--- config.mk ---
export PLATFORM = sky130hd
export DESIGN_NAME = cspc_regfile
export DESIGN_NICKNAME = d
export VERILOG_FILES = /design/src/rtl/calc_system_port_controller_unit_macros.svh /design/src/rtl/cspc_pkg.sv /design/src/rtl/cspc_regfile.sv
export SDC_FILE = /design/constraint.sdc
export NUM_CORES = 1
export LEC_CHECK = 0
export BUFFER_PORTS_ARGS = -buffer_cell sky130_fd_sc_hd__buf_2
export CAP_MARGIN = 20
export CORE_MARGIN = 10
export CORE_UTILIZATION = 44
export CTS_CLUSTER_SIZE = 8
export DETAILED_ROUTE_END_ITERATION = 7
export HOLD_SLACK_MARGIN = 0.05
export PLACE_DENSITY = 0.76
export SYNTH_ARGS = -nofsm -noshare
export SYNTH_HDL_FRONTEND = slang
export SYNTH_SLANG_ARGS = --single-unit
--- constraint.sdc ---
create_clock -name clock -period 1.9 [get_ports clock]
set_input_delay 0.095 -clock clock [delete_from_list [all_inputs] [get_ports clock]]
set_output_delay 0.095 -clock clock [all_outputs]
set_load 0.005 [all_outputs]
--- src/rtl/calc_system_port_controller_unit_macros.svh ---
// Assertion macros for the system port controller.
// Taken in by the top level; relies on nothing else.
`ifndef CALC_SYSTEM_PORT_CONTROLLER_UNIT_MACROS_SVH
`define CALC_SYSTEM_PORT_CONTROLLER_UNIT_MACROS_SVH

// Check that a property holds on every clock edge outside reset.
`define CSPC_ASSERT(label, clk, rst, prop, msg) \
   label: assert property (@(posedge clk) disable iff (rst) (prop)) else $error(msg);

// Check that a condition in one cycle implies another in the next cycle.
`define CSPC_ASSERT_NEXT(label, clk, rst, ante, cons, msg) \
   label: assert property (@(posedge clk) disable iff (rst) (ante) |=> (cons)) else $error(msg);

`endif

--- src/rtl/cspc_pkg.sv ---
// Shared types, codes and tables of the system port controller.
// No dependencies; used by the interfaces, the register file and the top level.
package cspc_pkg;

   // Operation codes of an input beat; codes 5 to 7 do nothing.
   typedef enum logic [2:0] {
      OP_READ   = 3'd0,
      OP_WRITE  = 3'd1,
      OP_TIMER1 = 3'd2,
      OP_TIMER2 = 3'd3,
      OP_ONKEY  = 3'd4
   } op_type;

   // Units that an access is handed over to.
   typedef enum logic [1:0] {
      UNIT_LOCAL  = 2'd0,
      UNIT_LINK   = 2'd1,
      UNIT_KEYPAD = 2'd2,
      UNIT_LCD    = 2'd3
   } unit_type;

   // Register selection by the low three port bits (ports below 0x10).
   localparam logic [2:0] PSEL_BATT     = 3'd2;
   localparam logic [2:0] PSEL_INT_CTL  = 3'd3;
   localparam logic [2:0] PSEL_INT_STAT = 3'd4;  // read side
   localparam logic [2:0] PSEL_MEM_CTL  = 3'd4;  // write side
   localparam logic [2:0] PSEL_PROT_SEL = 3'd5;
   localparam logic [2:0] PSEL_BANK_A   = 3'd6;
   localparam logic [2:0] PSEL_BANK_B   = 3'd7;

   // Ports that get special handling.
   localparam logic [4:0] PORT_LINK0     = 5'h00;
   localparam logic [4:0] PORT_LINK1     = 5'h08;
   localparam logic [4:0] PORT_KEY0      = 5'h01;
   localparam logic [4:0] PORT_KEY1      = 5'h09;
   localparam logic [4:0] PORT_LINKDAT0  = 5'h05;
   localparam logic [4:0] PORT_LINKDAT1  = 5'h0d;
   localparam logic [3:0] PORT_FLASH_HI4 = 4'ha;   // ports 0x14, 0x15
   localparam logic [3:0] PORT_NOEXEC_HI4 = 4'hb;  // ports 0x16, 0x17

   // Protection select codes for the no-exec masks.
   localparam logic [2:0] PROT_LOW  = 3'd0;
   localparam logic [2:0] PROT_MID  = 3'd1;
   localparam logic [2:0] PROT_HIGH = 3'd2;
   localparam logic [2:0] PROT_RAM  = 3'd7;

   localparam logic [5:0] PAGE_RAM0 = 6'h20;

   typedef struct packed {
      logic [2:0] operation;
      logic [4:0] port;
      logic [7:0] write_data;
      logic [7:0] battery_level;
      logic       on_key_down;
      logic       link_active_irq;
      logic       protect_unlocked;
   } req_type;

   typedef struct packed {
      logic [7:0]  read_data;
      logic [1:0]  forward_unit;
      logic [5:0]  bank1_page;
      logic [5:0]  bank2_page;
      logic [5:0]  bank3_page;
      logic [13:0] timer_period;
      logic [2:0]  irq_flags;
      logic        power_on_halt;
      logic        link_int_enable;
      logic [21:0] noexec_masks;
   } rsp_type;

   typedef struct packed {
      logic [7:0] interrupt_control;
      logic [7:0] memory_control;
      logic [2:0] protect_select;
      logic [6:0] bank_a_select;
      logic [6:0] bank_b_select;
      logic       flash_unlock;
      logic [2:0] pending_irqs;
      logic [7:0] noexec_low;
      logic [7:0] noexec_mid;
      logic [3:0] noexec_high;
      logic [1:0] noexec_ram;
   } state_type;

   function automatic logic [7:0] batt_threshold(input logic [1:0] sel);
      logic [7:0] thr;
      unique case (sel)
         2'd0: thr = 8'd33;
         2'd1: thr = 8'd39;
         2'd2: thr = 8'd36;
         2'd3: thr = 8'd43;
         default: thr = 8'd33;
      endcase
      return thr;
   endfunction

   function automatic logic [13:0] timer_period_of(input logic [1:0] sel);
      logic [13:0] per;
      unique case (sel)
         2'd0: per = 14'd1786;
         2'd1: per = 14'd4032;
         2'd2: per = 14'd5882;
         2'd3: per = 14'd8474;
         default: per = 14'd1786;
      endcase
      return per;
   endfunction

   // Page that a bank select value maps: RAM page or low five bits.
   function automatic logic [5:0] bank_page(input logic [6:0] sel);
      return sel[6] ? {PAGE_RAM0[5:1], sel[0]} : {1'b0, sel[4:0]};
   endfunction

   function automatic unit_type port_unit(input logic [4:0] p);
      unit_type u;
      priority if (p == PORT_LINK0 || p == PORT_LINK1) begin
         u = UNIT_LINK;
      end else if (p == PORT_KEY0 || p == PORT_KEY1) begin
         u = UNIT_KEYPAD;
      end else if (p[4] && !p[2]) begin
         u = UNIT_LCD;
      end else begin
         u = UNIT_LOCAL;
      end
      return u;
   endfunction

endpackage

--- src/rtl/cspc_regfile.sv ---
// Register file of the system port controller: port decode, register
// updates and result formatting. Depends on cspc_pkg.
module cspc_regfile
   import cspc_pkg::*;
(
   input  logic      clock,
   input  logic      reset,
   input  logic      update,
   input  req_type   item,
   output rsp_type   result,
   output state_type state
);

   state_type state_ff;
   state_type state_in;
   logic [7:0] rd;
   unit_type   fwd;
   logic [5:0] page_a;
   logic [5:0] page_b;
   logic [1:0] batt_bits;

   always_comb begin
      state_in  = state_ff;
      rd        = 8'd0;
      fwd       = UNIT_LOCAL;
      batt_bits = (item.battery_level >= batt_threshold(state_ff.memory_control[7:6]))
                  ? 2'd3 : 2'd2;
      unique case (item.operation)
         OP_READ: begin
            fwd = port_unit(item.port);
            if (item.port == PORT_LINKDAT0 || item.port == PORT_LINKDAT1) begin
               fwd = UNIT_LINK;
            end
            if (fwd == UNIT_LOCAL && !item.port[4]) begin
               unique case (item.port[2:0])
                  PSEL_BATT: rd = {2'b00, state_ff.protect_select, state_ff.flash_unlock,
                                   batt_bits};
                  PSEL_INT_CTL: rd = state_ff.interrupt_control;
                  PSEL_INT_STAT: rd = {3'b000, item.link_active_irq, !item.on_key_down,
                                       state_ff.pending_irqs};
                  PSEL_BANK_A: rd = {1'b0, state_ff.bank_a_select};
                  PSEL_BANK_B: rd = {1'b0, state_ff.bank_b_select};
                  default: rd = 8'd0;
               endcase
            end
         end
         OP_WRITE: begin
            fwd = port_unit(item.port);
            if (fwd == UNIT_LOCAL) begin
               if (!item.port[4]) begin
                  unique case (item.port[2:0])
                     PSEL_INT_CTL: begin
                        // clear the flags whose enable goes low
                        state_in.pending_irqs      = state_ff.pending_irqs
                                                     & item.write_data[2:0];
                        state_in.interrupt_control = item.write_data;
                     end
                     PSEL_MEM_CTL:  state_in.memory_control = item.write_data;
                     PSEL_PROT_SEL: state_in.protect_select = item.write_data[2:0];
                     PSEL_BANK_A:   state_in.bank_a_select  = item.write_data[6:0];
                     PSEL_BANK_B:   state_in.bank_b_select  = item.write_data[6:0];
                     default: ;
                  endcase
               end else if (item.port[4:1] == PORT_FLASH_HI4) begin
                  if (item.protect_unlocked) begin
                     state_in.flash_unlock = item.write_data[0];
                  end
               end else if (item.port[4:1] == PORT_NOEXEC_HI4) begin
                  if (state_ff.flash_unlock && item.protect_unlocked) begin
                     unique case (state_ff.protect_select)
                        PROT_LOW:  state_in.noexec_low  = item.write_data;
                        PROT_MID:  state_in.noexec_mid  = item.write_data;
                        PROT_HIGH: state_in.noexec_high = item.write_data[3:0];
                        PROT_RAM:  state_in.noexec_ram  = {item.write_data[5],
                                                           item.write_data[0]};
                        default: ;
                     endcase
                  end
               end
            end
         end
         OP_TIMER1: begin
            if (state_ff.interrupt_control[1]) state_in.pending_irqs[1] = 1'b1;
         end
         OP_TIMER2: begin
            if (state_ff.interrupt_control[2]) state_in.pending_irqs[2] = 1'b1;
         end
         OP_ONKEY: begin
            if (state_ff.interrupt_control[0]) state_in.pending_irqs[0] = 1'b1;
         end
         default: ;
      endcase
   end

   // Result reports the state as left by this beat.
   always_comb begin
      page_a = bank_page(state_in.bank_a_select);
      page_b = bank_page(state_in.bank_b_select);
      result.read_data    = rd;
      result.forward_unit = fwd;
      if (state_in.memory_control[0]) begin
         result.bank1_page = {page_a[5:1], 1'b0};
         result.bank2_page = page_a;
         result.bank3_page = page_b;
      end else begin
         result.bank1_page = page_a;
         result.bank2_page = page_b;
         result.bank3_page = PAGE_RAM0;
      end
      result.timer_period    = timer_period_of(state_in.memory_control[2:1]);
      result.irq_flags       = state_in.pending_irqs;
      result.power_on_halt   = state_in.interrupt_control[3];
      result.link_int_enable = state_in.interrupt_control[4];
      result.noexec_masks    = {state_in.noexec_ram, state_in.noexec_high,
                                state_in.noexec_mid, state_in.noexec_low};
   end

   always_ff @(posedge clock) begin
      if (reset) begin
         state_ff <= '0;
      end else if (update) begin
         state_ff <= state_in;
      end
   end

   assign state = state_ff;

endmodule

==> results.json, run 1 <==
{
  "grt-busiest-layer": "met2",
  "power-per-cell-area_nw_per_um2": 556,
  "slew_headroom": 0.646,
  "dp_cells": 688,
  "power_leakage_nw": 2.65,
  "switching_power_mw": 0.743,
  "syn-mean-instance-area_sq_um": 8.49,
  "synthFlopType": "dfxtp_1",
  "status": "complete, but fails checks",
  "drc": 0,
  "hold_slack_ns": 0.0723,
  "worstSkewPairLatency_ns": 0.34,
  "fill_cells": 806,
  "syn_area_sq_um": 3930,
  "ys_seq_area_frac": 0.301,
  "postSynthCellCount": 463,
  "combPwrFrac": 0.112,
  "met1_usage": 0.251,
  "initial_core_util": 0.451,
  "clk_pin_slew_ns": 0.07,
  "yosysWarnings": 0,
  "die_h_um": 114,
  "synth.area.top_cells": "dfxtp_1, mux2i_1, mux2_2, buf_4, nand2_1",
  "synth-async-reset-ratio": 0,
  "cts_tree": "built",
  "max_stage_delay_ns": 0.40,
  "synth_cell_type_count": 55,
  "synth_top_area_cell": "dfxtp_1",
  "clock.fmax_mhz": 496,
  "met3_usage": 0.0618,
  "synth_edf_count": 0,
  "drv_cap": 0,
  "hpwl_um": 10600,
  "post_drt_wl_per_cell_um": 20.0,
  "largest_register_ffs": 59,
  "final_nets": 633,
  "routabilityCongestion": 0.873,
  "fp.dieW_um": 114,
  "cts_num_sinks": 59,
  "htreeDepth": 3,
  "startpoint_type": "flop",
  "core_area_sq_um": 8720,
  "period_minus_slack_ns": 2.02,
  "power.internal_mw": 2.10,
  "overflow": 0,
  "synth_top_area_frac": 0.301,
  "worst_pin_slew_ns": 0.530,
  "die_area_sq_um": 13100,
  "switching_share": 0.262,
  "antenna_found_initial": 0,
  "rsz0062_at_grt": "yes",
  "pwr-share-clk": 0.449,
  "final-seq-area_sq_um": 1200,
  "final_hold_viol_count": 0,
  "setup_viol": 1,
  "io_pins": 158,
  "routed_wl_um": 14200,
  "worstPathArrival_ns": 1.92,
  "synth_common_cells": "dfxtp_1, nand2_1, buf_4, mux2i_1, nor2_1",
  "cts.hold.buffers_added": 0,
  "num_vias": 3888,
  "violations": "negative setup slack",
  "grt_util_met2": 0.330,
  "hold_path_class": "input pin to flop",
  "utilization": 0.585,
  "grt_pass1_wl_um": 21400,
  "clockBufferDepth": 2,
  "area_delta_synth_final_pct": 29.9,
  "multiInputGateArea_sq_um": 2400,
  "slew_viol_final": 0,
  "fin_ws_ns": -0.118,
  "grt_max_degree": 52,
  "antennaDiodeCount": 0,
  "critPathKind": "flop to output pin",
  "vias_per_cell": 5.50,
  "track_usage": 0.204,
  "port_buffers": 155,
  "cts-root-buf": "clkbuf_8",
  "synth.most_common_cell": "dfxtp_1",
  "cp_data_required_time_ns": 1.80,
  "ant_nets": 0,
  "worst_ir_drop_vdd_mv": 0.361,
  "rows": 34,
  "layout-drive-gt1-share": 0.461,
  "period_share": 1.06,
  "critPathSlowestCell": "dfxtp_4",
  "firstDrtPassIters": 7,
  "seqPwrFrac": 0.438,
  "ys_ff_latch": 59,
  "first_global_vias": 3952,
  "final_area_sq_um": 5100,
  "crit_chain": "inv_4 > ha_4 > o21bai_4 > ha_4 > a211oi_2 > o21a_1 > o21ai_1 > buf_2",
  "cts_made_buffers": 9,
  "cp_common_cell": "ha_4",
  "critPathCaptureType": "output pin",
  "fin_skew_ns": 0.00839,
  "dr.first_iter.drc_count": 278,
  "final_cells": 707,
  "place_area_sq_um": 4670,
  "fin_tns_setup_ns": -0.118,
  "path_max_fanout": 6
}
==> power by group through the flow <==
| stage | clock [mW] | combinational (mW) | sequential (mW) |
|---|---|---|---|
| after global routing | 1.35 | 0.345 | 1.24 |
| final | 1.28 | 0.319 | 1.24 |
| after detailed placement | 0 | 0.304 | 1.28 |
| after global placement | 0 | 0.296 | 1.28 |
| after CTS | 1.29 | 0.307 | 1.24 |
| after floorplan | 0 | 0.170 | 1.27 |
==> metal layers <==
layer / part of all wire / up-vias
met1: 0.42 / 1833
li1: - / 1867
met2: 0.47 / 173
met5: 0 / -
met3: 0.095 / 15
met4: 0.015 / 0
==> metrics by stage <==
stage | power, mW | setup slack (ns)
finish | 2.84 | -0.118
global route | 2.94 | -0.196
CTS | 2.84 | -0.159
detailed placement | 1.58 | -0.0888
global placement | 1.57 | -0.0195
floorplan | 1.44 | 0.0962
==> repair_timing <==
action / in CTS / in global routing
endpoints found under the setup margin: 28 / 20
gates resized for setup: 18 / 29
gates cloned: 0 / 0
setup buffers: 2 / 1
pin swaps: 5 / 9
==> final timing paths <==
kind / cells after the start / slack, ns / endpoint / start
setup / recovery: 8 / -0.12 / result[61] / state[50]
hold / removal: 3 / 0.07 / state[50] / item[18]
setup reg to reg: 6 / 0.46 / state[8] / state[25]
hold reg to reg: 2 / 0.48 / state[18] / state[18]
==> cell type report <==
cell class,count,share of cell area
clock buffers,10,0.0250
clock inverters,6,0.0174
inverters,17,0.0135
multi-input cells,320,0.470
flip-flops and latches,59,0.234
well taps,108,0.0265
repair buffers,187,0.213
==> logic make-up after synthesis <==
kind of cell               share of synthesized area
buffers and inverters                          0.125
and+or+nand+nor                                0.233
AOI/OAI and AO/OA                              0.107
muxes                                          0.202
DFF                                            0.301
other                                       0.000954
adders and majority gates                     0.0287
xor gates and xnor gates                     0.00223
==> worst max-delay path, delay by kind of cell (launching register included) <==
kind / cells / cell delay [ns]
buf+inv: 2 / 0.20
fa+ha+maj: 2 / 0.40
flops: 1 / 0.40
compound gates: 4 / 0.58
==> placed cells by master (no fill, tap or decap), types with 5 or more instances in the layout <==
master / Yosys / routed
a21oi_1: 12 / 12
a31oi_1: 6 / 6
and3_1: 6 / 6
buf_2: 5 / 151
buf_4: 40 / 27
buf_6: 2 / 6
clkbuf_8: 0 / 9
dfxtp_1: 59 / 53
ha_4: 0 / 5
inv_1: 16 / 13
mux2_2: 27 / 23
mux2i_1: 40 / 40
nand2_1: 49 / 49
nand3_1: 24 / 23
nand4_1: 9 / 9
nor2_1: 28 / 28
nor2b_1: 10 / 10
nor3_1: 9 / 9
o21ai_0: 21 / 20
o21ai_2: 7 / 7
Note: power is estimated with default switching activity, not from simulation.
==> run 2: changes to the inputs <==
--- a/config.mk
+++ b/config.mk
@@ -7,12 +7,14 @@
 export LEC_CHECK = 0
 export BUFFER_PORTS_ARGS = -buffer_cell sky130_fd_sc_hd__buf_2
 export CAP_MARGIN = 20
+export CELL_PAD_IN_SITES_DETAIL_PLACEMENT = 1
+export CELL_PAD_IN_SITES_GLOBAL_PLACEMENT = 2
 export CORE_MARGIN = 10
-export CORE_UTILIZATION = 44
+export CORE_UTILIZATION = 25
 export CTS_CLUSTER_SIZE = 8
 export DETAILED_ROUTE_END_ITERATION = 7
 export HOLD_SLACK_MARGIN = 0.05
-export PLACE_DENSITY = 0.76
+export PLACE_DENSITY = 0.77
 export SYNTH_ARGS = -nofsm -noshare
 export SYNTH_HDL_FRONTEND = slang
 export SYNTH_SLANG_ARGS = --single-unit
==> run 2 against run 1 <==
The flow still finishes with violations (negative setup slack). Final area increased by 7.3%. Fmax decreased by 1.6%. Register-to-register slack improved by 0.02 ns. Clock skew increased by 0.0034 ns. Sequential cell count unchanged. Die area increased by 61%. Setup slack got worse by 0.033 ns. Critical endpoint unchanged. Largest cell class unchanged.
==> results.json, run 2 (synthesized netlist as in run 1, its figures left out) <==
{
  "final_common_cell": "buf_2",
  "drc": 0,
  "worstSkewPairLatency_ns": 0.34,
  "overflow": 0,
  "core_area_sq_um": 15300,
  "switching_share": 0.283,
  "clock.fmax_mhz": 487,
  "rsz0062_at_grt": "yes",
  "die_area_sq_um": 21100,
  "worstPathArrival_ns": 1.96,
  "worst_ir_drop_vdd_mv": 0.411,
  "largest_register_ffs": 59,
  "power-per-cell-area_nw_per_um2": 576,
  "slew_headroom": 0.572,
  "final_hold_viol_count": 0,
  "fin_skew_ns": 0.0118,
  "final_cells": 822,
  "first_global_vias": 4309,
  "drv_cap": 0,
  "holdPathStages": 3,
  "slew_viol_final": 0,
  "track_usage": 0.153,
  "post_drt_wl_per_cell_um": 20.9,
  "cts_made_buffers": 9,
  "setup_viol": 1,
  "critPathCaptureType": "output pin",
  "io_pins": 158,
  "area_delta_synth_final_pct": 39.4,
  "grt_pass1_wl_um": 25700,
  "initial_core_util": 0.257,
  "period_share": 1.08,
  "vias_per_cell": 4.84,
  "hold_path_class": "input pin to flop",
  "startpoint_type": "flop",
  "path_max_fanout": 3,
  "cts_tree": "built",
  "rows": 45,
  "seqPwrFrac": 0.394,
  "combPwrFrac": 0.110,
  "fill_cells": 1862,
  "dr.first_iter.drc_count": 125,
  "fp.dieW_um": 145,
  "routed_wl_um": 17200,
  "clockBufferDepth": 2,
  "routabilityCongestion": 0.799,
  "ant_nets": 0,
  "period_minus_slack_ns": 2.05,
  "layout-drive-gt1-share": 0.481,
  "power.internal_mw": 2.26,
  "antenna_found_initial": 0,
  "worst_pin_slew_ns": 0.640,
  "power_leakage_nw": 2.77,
  "layout_common_cells": "buf_2, dfxtp_1, nand2_1",
  "final_nets": 645,
  "final_area_sq_um": 5480,
  "pwr-share-clk": 0.496,
  "rr_worst_depth": 6,
  "place_area_sq_um": 4840,
  "status": "complete, but fails checks",
  "clk_pin_slew_ns": 0.05,
  "hpwl_um": 12800,
  "die_h_um": 145,
  "dp_cells": 796,
  "antennaDiodeCount": 0,
  "switching_power_mw": 0.892,
  "violations": "negative setup slack",
  "num_vias": 3980,
  "cp_data_required_time_ns": 1.80,
  "port_buffers": 155,
  "htreeDepth": 3,
  "grt_max_degree": 52,
  "fin_tns_setup_ns": -0.151,
  "cts-root-buf": "clkbuf_16",
  "firstDrtPassIters": 4,
  "critPathKind": "flop to output pin",
  "fin_ws_ns": -0.151,
  "cts_num_sinks": 59
}
==> run 2: worst paths after layout <==
path | slack (ns) | start | end
worst max-delay path | -0.15 | state[50] | result[61]
worst min-delay path | 0.09 | item[18] | state[50]
worst max register to register | 0.48 | state[25] | state[9]
worst min register to register | 0.48 | state[4] | state[4]
==> run 2: through the flow <==
| stage | power (mW) | hold slack [ns] | utilization | worst slack (ns) |
|---|---|---|---|---|
| final | 3.16 | 0.0928 | 0.358 | -0.151 |
| after CTS | 3.18 | 0.0976 | 0.343 | -0.163 |
| after global placement | 1.60 | 0.427 | 0.316 | -0.0474 |
| after floorplan | 1.44 | 0.239 | - | 0.0962 |
| after global routing | 3.27 | 0.136 | 0.358 | -0.240 |
| after detailed placement | 1.61 | 0.445 | 0.316 | -0.142 |
==> run 2: final cells by class <==
cell class	instances	area, sq um	area share
timing repair buffer	199	1220	0.223
sequential	59	1200	0.218
clock inverter	7	60.1	0.0110
tap	211	264	0.0482
multi-input combinational	320	2440	0.446
clock buffer	9	225	0.0411
inverter	17	66.3	0.0121
==> run 2: power groups by stage <==
stage	logic, mW	clock network [mW]	registers, mW
2_1_floorplan	0.170	0	1.27
3_3_place_gp	0.324	0	1.28
3_5_place_dp	0.331	0	1.28
4_1_cts	0.337	1.60	1.25
5_1_grt	0.379	1.64	1.24
6_report	0.347	1.56	1.24
==> run 2: routing by layer <==
metal,vias to the layer above,wire length (um),track usage
li1,1888,-,-
met1,1963,7600,0.184
met2,113,8460,0.265
met3,16,932,0.0422
met4,0,195,0.0369
met5,-,0,0
==> run 2: what timing repair did <==
action                                  CTS  global route
setup buffers                             6             4
hold buffers                              0             0
resized for setup                        26            41
pin swaps                                 5             8
endpoints found under the setup margin   36            40
==> run 2: worst max-delay path, stage by stage (launching register included) <==
cell and delay (ns):
dfxtp_2 0.36, buf_6 0.12, ha_4 0.14, inv_4 0.04, ha_4 0.22, nand2b_4 0.14
a211oi_2 0.21, o21a_1 0.20, o21ai_2 0.08, buf_2 0.12
==> run 3: changes to the inputs <==
--- a/config.mk
+++ b/config.mk
@@ -11,6 +11,7 @@
 export CELL_PAD_IN_SITES_GLOBAL_PLACEMENT = 2
 export CORE_MARGIN = 10
 export CORE_UTILIZATION = 25
+export CTS_BUF_LIST = sky130_fd_sc_hd__clkbuf_8
 export CTS_CLUSTER_SIZE = 8
 export DETAILED_ROUTE_END_ITERATION = 7
 export HOLD_SLACK_MARGIN = 0.05
==> run 3 against run 2 <==
The flow still finishes with violations (negative setup slack). Register-to-register slack got worse by 0.04 ns. Critical path depth did not move. Global-route usage barely moved. Sequential power hardly changed. Sequential cell count unchanged. Die area is the same. Utilization shrank 0.43 points. Wire length down 0.70%. Final area is 1.2% lower. Via count fell by 0.35%. Combinational power barely moved. Clock skew rose by 0.0027 ns. Critical endpoint unchanged. Highest routed layer unchanged.
==> results.json, run 3 (synthesized netlist as in run 1, its figures left out) <==
{
  "seqPwrFrac": 0.462,
  "layout-drive-gt1-share": 0.485,
  "timing.rr.start": "state[42]",
  "power-per-cell-area_nw_per_um2": 497,
  "initial_core_util": 0.257,
  "num_vias": 3966,
  "r2r-end": "state[9]",
  "vias_per_cell": 4.83,
  "fin_skew_ns": 0.0146,
  "switching_share": 0.311,
  "violations": "negative setup slack",
  "rsz0062_at_grt": "yes",
  "cts.hold.buffers_added": 0,
  "dp_cells": 796,
  "critPathCaptureType": "output pin",
  "drv_cap": 0,
  "power_leakage_nw": 2.73,
  "status": "complete, but fails checks",
  "startpoint_type": "flop",
  "period_minus_slack_ns": 2.08,
  "clockBufferDepth": 2,
  "slew_headroom": 0.592,
  "fill_cells": 1870,
  "drc": 0,
  "port_buffers": 155,
  "p_total_mw": 2.69,
  "cts_num_sinks": 59,
  "grt_pass1_wl_um": 25600,
  "post_drt_wl_per_cell_um": 20.8,
  "final_hold_viol_count": 0,
  "switching_power_mw": 0.835,
  "hold_start": "item[18]",
  "dr.first_iter.drc_count": 196,
  "first_global_vias": 4292,
  "grt_max_degree": 52,
  "antenna_found_initial": 1,
  "io_pins": 158,
  "setup_viol": 1,
  "hpwl_um": 12800,
  "period_share": 1.09,
  "rows": 45,
  "routabilityCongestion": 0.799,
  "die_h_um": 145,
  "firstDrtPassIters": 4,
  "place_area_sq_um": 4840,
  "area_delta_synth_final_pct": 37.7,
  "hold_slack_ns": 0.0754,
  "overflow": 0,
  "cts_made_buffers": 9,
  "cts_tree": "built",
  "slew_viol_final": 0,
  "combPwrFrac": 0.130,
  "final_cells": 821,
  "whs_endpoint": "state[50]",
  "fin_ws_ns": -0.177,
  "hold_path_class": "input pin to flop",
  "holdPathStages": 3,
  "dp_slack_ns": -0.142,
  "track_usage": 0.153,
  "die_area_sq_um": 21100,
  "final_area_sq_um": 5410,
  "clock.fmax_mhz": 481,
  "antennaDiodeCount": 0,
  "routed_wl_um": 17100,
  "final_nets": 644,
  "fp.dieW_um": 145,
  "critPathKind": "flop to output pin",
  "clk_pin_slew_ns": 0.07,
  "ant_nets": 0,
  "cp_data_required_time_ns": 1.80,
  "worstPathArrival_ns": 1.98,
  "worst_ir_drop_vdd_mv": 0.275,
  "power.internal_mw": 1.85,
  "core_area_sq_um": 15300,
  "path_max_fanout": 3,
  "layout_common_cells": "buf_2, dfxtp_1, nand2_1",
  "r2r_setup_slack_ns": 0.44,
  "largest_register_ffs": 59,
  "final_common_cell": "buf_2",
  "worst_pin_slew_ns": 0.611,
  "worstSkewPairLatency_ns": 0.36,
  "cts-root-buf": "clkbuf_8",
  "pwr-share-clk": 0.408,
  "rr_worst_depth": 5,
  "htreeDepth": 3
}
-- run 3: cell count changes in the layout (fill, tap and decap cells not counted), sizes merged --
cell / before / now
buf: 199 / 198
-- run 3: through the flow --
stage / utilization / TNS, ns
after floorplan: - / 0
after global routing: 0.353 / -0.646
final: 0.353 / -0.177
after CTS: 0.338 / -0.244
after global placement: 0.316 / -0.504
after detailed placement: 0.316 / -1.24
-- run 3: worst max path at each step --
stage,from,to,slack (ns),depth (start not counted)
final,state[50],result[61],-0.18,9
after global routing,state[50],result[61],-0.27,9
after CTS,state[49],result[61],-0.19,8
after detailed placement,item[23],result[48],-0.14,6
after global placement,item[23],state[27],-0.05,6
after floorplan,item[20],result[19],0.1,6
-- run 3: timing repair --
action	in CTS	in global routing
buffers inserted	7	2
resized for setup	28	48
setup endpoints to repair	38	48
pin swaps	7	10
-- run 3: critical path: stages, from the launching register on --
cell      delay (ns)
dfxtp_4         0.36
buf_6           0.13
ha_4            0.16
inv_4           0.06
ha_4            0.19
nand2b_4        0.13
a211oi_2        0.21
o21a_1          0.20
o21ai_2         0.08
buf_2           0.12
-- run 3: area by class of cell --
type	instances	area (sq um)	share of cell area
Inverter	17	66.3	0.0123
Tap cell	211	264	0.0488
Clock buffer	9	124	0.0229
Timing Repair Buffer	198	1230	0.227
Multi-Input combinational cell	320	2470	0.456
Clock inverter	7	60.1	0.0111
Sequential cell	59	1200	0.222
-- run 3: per-layer routing --
layer,track usage,up-vias,part of all wire
li1,-,1890,-
met1,0.185,1931,0.43
met2,0.261,131,0.49
met3,0.0469,14,0.073
met4,0.0308,0,0.011
met5,0,-,0
-- run 3: power groups by stage --
stage                     combinational, mW  clock (mW)  sequential, mW
after floorplan                       0.170           0            1.27
after global placement                0.324           0            1.28
after detailed placement              0.331           0            1.28
after CTS                             0.337        1.12            1.24
after global routing                  0.380        1.19            1.24
final                                 0.349        1.10            1.24
